File: config.mk
export PLATFORM = sky130hd
export DESIGN_NAME = pdz_div
export DESIGN_NICKNAME = d
export VERILOG_FILES = /design/src/rtl/pdz_pkg.sv /design/src/rtl/pdz_div.sv
export SDC_FILE = /design/constraint.sdc
export NUM_CORES = 1
export LEC_CHECK = 0
export BUFFER_PORTS_ARGS = -buffer_cell sky130_fd_sc_hd__clkbuf_2
export CAP_MARGIN = 0
export CELL_PAD_IN_SITES_DETAIL_PLACEMENT = 0
export CELL_PAD_IN_SITES_GLOBAL_PLACEMENT = 1
export CORE_UTILIZATION = 44
export DETAILED_ROUTE_END_ITERATION = 6
export PLACE_DENSITY = 0.78
export SYNTH_ARGS = -nofsm -noshare
export SYNTH_HDL_FRONTEND = slang
export SYNTH_SLANG_ARGS = --single-unit
File: constraint.sdc
create_clock -name clk -period 3.9 [get_ports clk]
set_input_delay 1.17 -clock clk [delete_from_list [all_inputs] [get_ports clk]]
set_output_delay 1.17 -clock clk [all_outputs]
set_load 0.05 [all_outputs]
File: src/rtl/pdz_pkg.sv
// Package for the PID controller with dead band and integral separation.
// Holds fixed-point constants, command, status and register codes, state types
// and the saturation helpers used by the controller.
package pdz_pkg;

	localparam int FRAC_BITS = 16;

	localparam int MUL_A_W = 64;
	localparam int MUL_B_W = 32;
	localparam int MUL_P_W = MUL_A_W + MUL_B_W;

	localparam int DIV_N_W = 64;
	localparam int DIV_D_W = 42;
	localparam int DIV_CNT_W = $clog2(DIV_N_W);

	localparam int MAG_W = 53;
	localparam logic [MAG_W-1:0] MAG_CAP = {1'b1, {(MAG_W-1){1'b0}}};

	localparam logic [15:0] MS_PER_S = 16'd1000;
	localparam logic [15:0] MS_DEFAULT = 16'd100;

	// ceil(2^51 / 125) split at bit 32: (x >> 3) * K >> 51 is x / 1000
	localparam logic [31:0] K1000_LO = 32'd1305670058;
	localparam logic [31:0] K1000_HI = 32'd4194;

	localparam logic [31:0] DMAX_RESET = 32'd6553600;
	localparam logic [30:0] SEP_RESET = 31'd1966080;
	localparam logic [30:0] DB_RESET = 31'd32768;

	typedef enum logic [1:0] {
		CMD_COMPUTE = 2'd0,
		CMD_MANUAL_DUTY = 2'd1,
		CMD_AUTO_RESET = 2'd2,
		CMD_MANUAL = 2'd3
	} cmd_t;

	typedef enum logic [2:0] {
		STS_COMPUTED = 3'd0,
		STS_CLAMPED = 3'd1,
		STS_HELD_MANUAL = 3'd2,
		STS_HELD_DEAD = 3'd3,
		STS_APPLIED = 3'd4
	} status_t;

	typedef enum logic [2:0] {
		REG_PROP_GAIN = 3'd0,
		REG_INTEG_GAIN = 3'd1,
		REG_DERIV_GAIN = 3'd2,
		REG_DRIVE_MAX = 3'd3,
		REG_DRIVE_MIN = 3'd4,
		REG_SEP_LIMIT = 3'd5,
		REG_DEAD_BAND = 3'd6
	} cfg_reg_t;

	typedef enum logic [1:0] {
		MS_IDLE,
		MS_LO,
		MS_HI,
		MS_SUM
	} mul_state_t;

	typedef enum logic [3:0] {
		ST_IDLE,
		ST_EM,
		ST_RLO,
		ST_RHI,
		ST_KI1K,
		ST_DM1K,
		ST_IMAX,
		ST_IT,
		ST_PT,
		ST_DG,
		ST_D1K,
		ST_DDIV,
		ST_SUM,
		ST_BC,
		ST_DONE
	} ctl_state_t;

	// (|x| * k) >> FRAC_BITS, magnitude capped at 2^52
	function automatic logic [MAG_W-1:0] gain_cap(input logic [MUL_P_W-1:0] p);
		logic [MUL_P_W-1:0] sh;
		sh = p >> FRAC_BITS;
		if (sh > MUL_P_W'(MAG_CAP))
			return MAG_CAP;
		return sh[MAG_W-1:0];
	endfunction

	function automatic logic signed [47:0] sat48(input logic signed [48:0] v);
		if (v[48] != v[47])
			return v[48] ? {1'b1, 47'b0} : {1'b0, {47{1'b1}}};
		return v[47:0];
	endfunction

endpackage

File: src/rtl/pdz_div.sv
// Shared restoring divider, one quotient bit per cycle, unsigned operands.
// Depends on pdz_pkg for operand widths.
module pdz_div import pdz_pkg::*; (
	input  logic               clk,
	input  logic               arst_n,
	input  logic               start,
	input  logic [DIV_N_W-1:0] num,
	input  logic [DIV_D_W-1:0] den,
	output logic               done,
	output logic [DIV_N_W-1:0] quo
);

	logic busy_q, done_q;
	logic [DIV_CNT_W-1:0] cnt_q;
	logic [DIV_N_W-1:0] num_q, quo_q;
	logic [DIV_D_W-1:0] den_q, rem_q;
	logic [DIV_D_W:0] rs, rdiff;
	logic take;

	assign rs = {rem_q, num_q[DIV_N_W-1]};
	assign rdiff = rs - {1'b0, den_q};
	assign take = (rs >= {1'b0, den_q});

	always_ff @(posedge clk or negedge arst_n) begin
		if (!arst_n) begin
			busy_q <= 1'b0;
			done_q <= 1'b0;
			cnt_q <= '0;
		end else begin
			done_q <= 1'b0;
			if (start && !busy_q) begin
				busy_q <= 1'b1;
				cnt_q <= '0;
			end else if (busy_q) begin
				cnt_q <= cnt_q + 1'b1;
				if (cnt_q == {DIV_CNT_W{1'b1}}) begin
					busy_q <= 1'b0;
					done_q <= 1'b1;
				end
			end
		end
	end

	always_ff @(posedge clk) begin
		if (start && !busy_q) begin
			num_q <= num;
			den_q <= den;
			rem_q <= '0;
		end else if (busy_q) begin
			rem_q <= take ? rdiff[DIV_D_W-1:0] : rs[DIV_D_W-1:0];
			quo_q <= {quo_q[DIV_N_W-2:0], take};
			num_q <= {num_q[DIV_N_W-2:0], 1'b0};
		end
	end

	assign done = done_q;
	assign quo = quo_q;

endmodule

==> results by stage <==
Global routing:
- The via count of the first global-routing pass came to 7142.
- Across every metal layer, demand over resource in global routing totals 0.187.
- The number of antenna violations at the first check in global routing is 1.
- The total overflow reported by the global router is 0.
- The pin count of the biggest net entering global routing is 76.
- The global-route wire length before repair is between 30000 and 40000 um.

Die:
- The floorplan die area is 24500 um^2.
- The die is 157 um wide.
- After floorplanning, the core was divided into 56 placement rows.
- The die outline height is 157 um.
- In this run the count of I/O pins placed on the die edge is 174.
- The floorplan step defined a core boundary enclosing 23500 um^2.
- The initial utilization of the core area, before any placement, comes to 0.448.

Clocking:
- The source-to-sink clock delay at the later pin of the worst-skew pair is 520 ps.
- TritonCTS built the clock tree.
- The largest buffer count on any clock path is 3.
- In this run the post-CTS setup repair buffer count came out at 0.
- The number of resized instances in the post-cts repair step is 0.
- Clock-pin slew was measured on the worst setup and hold paths at 60 ps.
- The count of clock tree sinks is 220.
- The clock tree root driver cell is clkbuf_16.
- The count of H-tree levels built during CTS is 1.
- The hold-fix buffer count after cts is 0.
- The number of buffers created by CTS is 26.

Detailed routing:
- The detailed router placed 7507 vias in this run.
- The first routing iteration left 524 violations.
- The per-cell routed wire length is 15.4 um.
- The first detailed-routing pass ran for 5 iterations.
- Dividing the detail-routed via count by the number of cells gives 5.06.
- The number of nets still failing antenna checks after routing is 0.
- The post-detailed-routing wire length is 22800 um.
- For this run, design rule violations remaining after detail routing come to 0.

STA:
- Setup repair after global routing left no endpoint under its margin.
- For this run, the top clock speed supported by timing is 289 MHz.
- The final setup skew is 13.5 ps.
- The total count of hold-check failures in the final report is 0.
- The total negative slack is 0 ps.
- The headroom to the max-slew limit is 0.342.
- The minimum clock period after layout is 3460 ps.
- The final number of max-transition violations was 0.
- In the finished design, the share of the clock period the worst path needs comes to 0.886.
- The actual slew at the worst max-slew pin is 987 ps.
- In the post-route analysis, the smallest setup slack over all paths is roughly 440 ps.
- Setup violations remaining at the end of the flow were counted as 0.

Synthesis:
- For this run, the leading register cell type out of synthesis is edfxtp_1.
- For this run, the register share of the synthesized area comes to 0.585.
- The mapped netlist covers ~11000 um^2.
- The average instance in the mapped netlist occupies around 11 um^2.
- The number of instances in the synthesized netlist is 975.
- The number of enable flip-flop cells after synthesis is 170.
- The Yosys step of the flow raised 0 warnings.
- The proportion of register bits with asynchronous set or reset after synthesis is 0.0364.
- The synthesized netlist contains between 60 and 70 unique library cells.
- The number of nets produced by synthesis is 1128.
- The synthesized flop and latch total is 220.

Placement:
- Routability-driven placement finished with a final weighted congestion of a little under 0.9.
- After detailed placement, the design holds a cell count of 1438.
- The instance area at placement is 11700 um^2.
- During placement, the flow inserted port buffers numbering between 150 and 200.
- The setup slack after placement is 474 ps.
- The HPWL reported at the end of detailed placement is around 16000 um.

Setup path:
- The highest cell delay on the worst timing path is slightly above 400 ps.
- The critical path goes through inv_1 -> ha_1 -> inv_1 -> fa_1 -> a211oi_1 -> nor2_1 -> o21a_1 -> o41a_1 -> a31o_2 -> a31oi_1 -> o21a_1 -> o31a_1 -> xor2_1 -> o221ai_1.
- The master of the slowest instance on the critical path is fa_1.
- The kind of launch point of the worst setup path is a flop.
- The maximum fanout along the worst path is 4.
- The required time of the worst setup path is 4290 ps.
- The kind of capture point of the worst setup path is a flop.
- Among cell families on the critical path, the largest total delay comes from compound AO/OA/AOI/OAI gates.
- The endpoint arrival time on the critical path is 3850 ps.
- The sum of buffers and inverters on the critical path is 2.
- The critical path is of the reg2reg type.

Final layout:
- With fillers left out, the area of the finished cells amounts to 12600 um^2.
- The most common library cell in the layout ignoring fill and taps is nand2_1.
- The fraction of layout instances using a drive strength above 1 is 0.210.
- The number of antenna repair diodes is 0.
- The filler cells instantiated in the layout total around 2100.
- The post-layout instance count excluding filler cells is 1485.
- For this run, the post-layout net count is 1300.
- The top cell types in the final layout, fill and taps aside, are nand2_1, clkbuf_2, edfxtp_1.
- From synthesis to final layout, the design area changed by 19.7%.
- The area occupied by multi-input gates is 3940 um^2.
- The register cell area after layout is 6150 um^2.

Power:
- Of the total power, the share spent switching nets is 0.410.
- The share of total power dissipated in combinational logic is 0.444.
- Power spread over the standard cell area amounts to 942 nW/um^2.
- The internal cell power is 6.99 mW.
- Of the total power, registers draw 0.353.
- The proportion of power drawn by the clock network is 0.203.
- The worst voltage drop across the vdd grid is 0.554 mV.
- In this run the power spent charging and discharging nets is 4.86 mW.
- The reported leakage power is 5.70 nW.
- The sum of internal, switching and leakage power is 11.8 mW.

Job:
- The total of max-cap violations is 0.

Min path:
- The min-delay analysis places its worst path in the category reg2reg.

Status:
- The run finished with clean final reports.
[worst reg2reg max path, stage by stage, from the launching register on]
cell,delay (ps)
edfxtp_1,350
inv_1,80
ha_1,140
inv_1,60
fa_1,410
a211oi_1,300
nor2_1,100
o21a_1,190
o41a_1,360
a31o_2,300
a31oi_1,290
o21a_1,310
o31a_1,180
xor2_1,150
o221ai_1,120
[cells in the mapped netlist (11+ instances only)]
master / n / area share
nand2_1: 263 / 0.094
edfxtp_1: 170 / 0.49
inv_1: 64 / 0.023
ha_1: 43 / 0.051
a21oi_1: 42 / 0.020
dfxtp_1: 42 / 0.080
mux2i_1: 31 / 0.030
o21ai_0: 31 / 0.015
clkbuf_1: 26 / 0.0093
nor2_1: 25 / 0.0089
o21ai_1: 25 / 0.012
xnor2_1: 25 / 0.021
a21o_1: 22 / 0.016
nand3_1: 14 / 0.0067
xor2_1: 14 / 0.012
o221ai_1: 11 / 0.0092
[worst paths after layout]
| check | slack (ps) | depth (start not counted) | endpoint | start |
|---|---|---|---|---|
| setup / recovery | 440 | 14 | rem_q[40] | num_q[63] |
| hold / removal | 440 | 0 | quo[2] | quo[1] |
| setup reg to reg | 440 | 14 | rem_q[40] | num_q[63] |
| hold reg to reg | 440 | 0 | quo[2] | quo[1] |
| max in group asynchronous | 3210 | 1 | busy_q | arst_n |
| min in group asynchronous | 480 | 1 | cnt_q[0] | arst_n |
[metrics by stage]
step	util	hold WS, ps
finish	0.536	440
global route	0.536	462
CTS	0.536	448
detailed placement	0.499	433
global placement	0.499	431
floorplan	-	444
[logic make-up (layout without fill, tap and decap cells)]
group	after synthesis	after routing	synth area share
simple gates	349	349	0.140
flops	220	220	0.585
compound gates	187	187	0.119
buf+inv	105	296	0.0407
fa+ha+maj	44	44	0.0531
xor+xnor	39	39	0.0325
mux	31	31	0.0295
[registers in the layout, summed over array words and instances (netlist names)]
register  flops
num_q        64
quo          64
den_q        42
rem_q        42
cnt_q         6
busy_q        1
done          1
[layout make-up]
type	count	area share
Timing Repair Buffer	184	0.0784
Sequential cell	220	0.489
Clock buffer	37	0.0591
Tap cell	319	0.0317
Inverter	65	0.0195
Multi-Input combinational cell	650	0.313
Clock inverter	10	0.00915
[power groups by stage]
stage | Clock, mW | Sequential, mW | Combinational (mW)
3_3_place_gp | 0 | 4.19 | 5.23
3_5_place_dp | 0 | 4.23 | 5.25
2_1_floorplan | 0 | 5.35 | 2.95
6_report | 2.40 | 4.19 | 5.26
5_1_grt | 2.55 | 4.31 | 5.76
4_1_cts | 2.46 | 4.20 | 5.27
[layer usage]
metal  share of wire  track usage
met1            0.48        0.267
met2            0.44        0.293
met3           0.054       0.0346
met4           0.018       0.0425
met5         0.00048            0
Note: power is estimated with default switching activity, not from simulation.
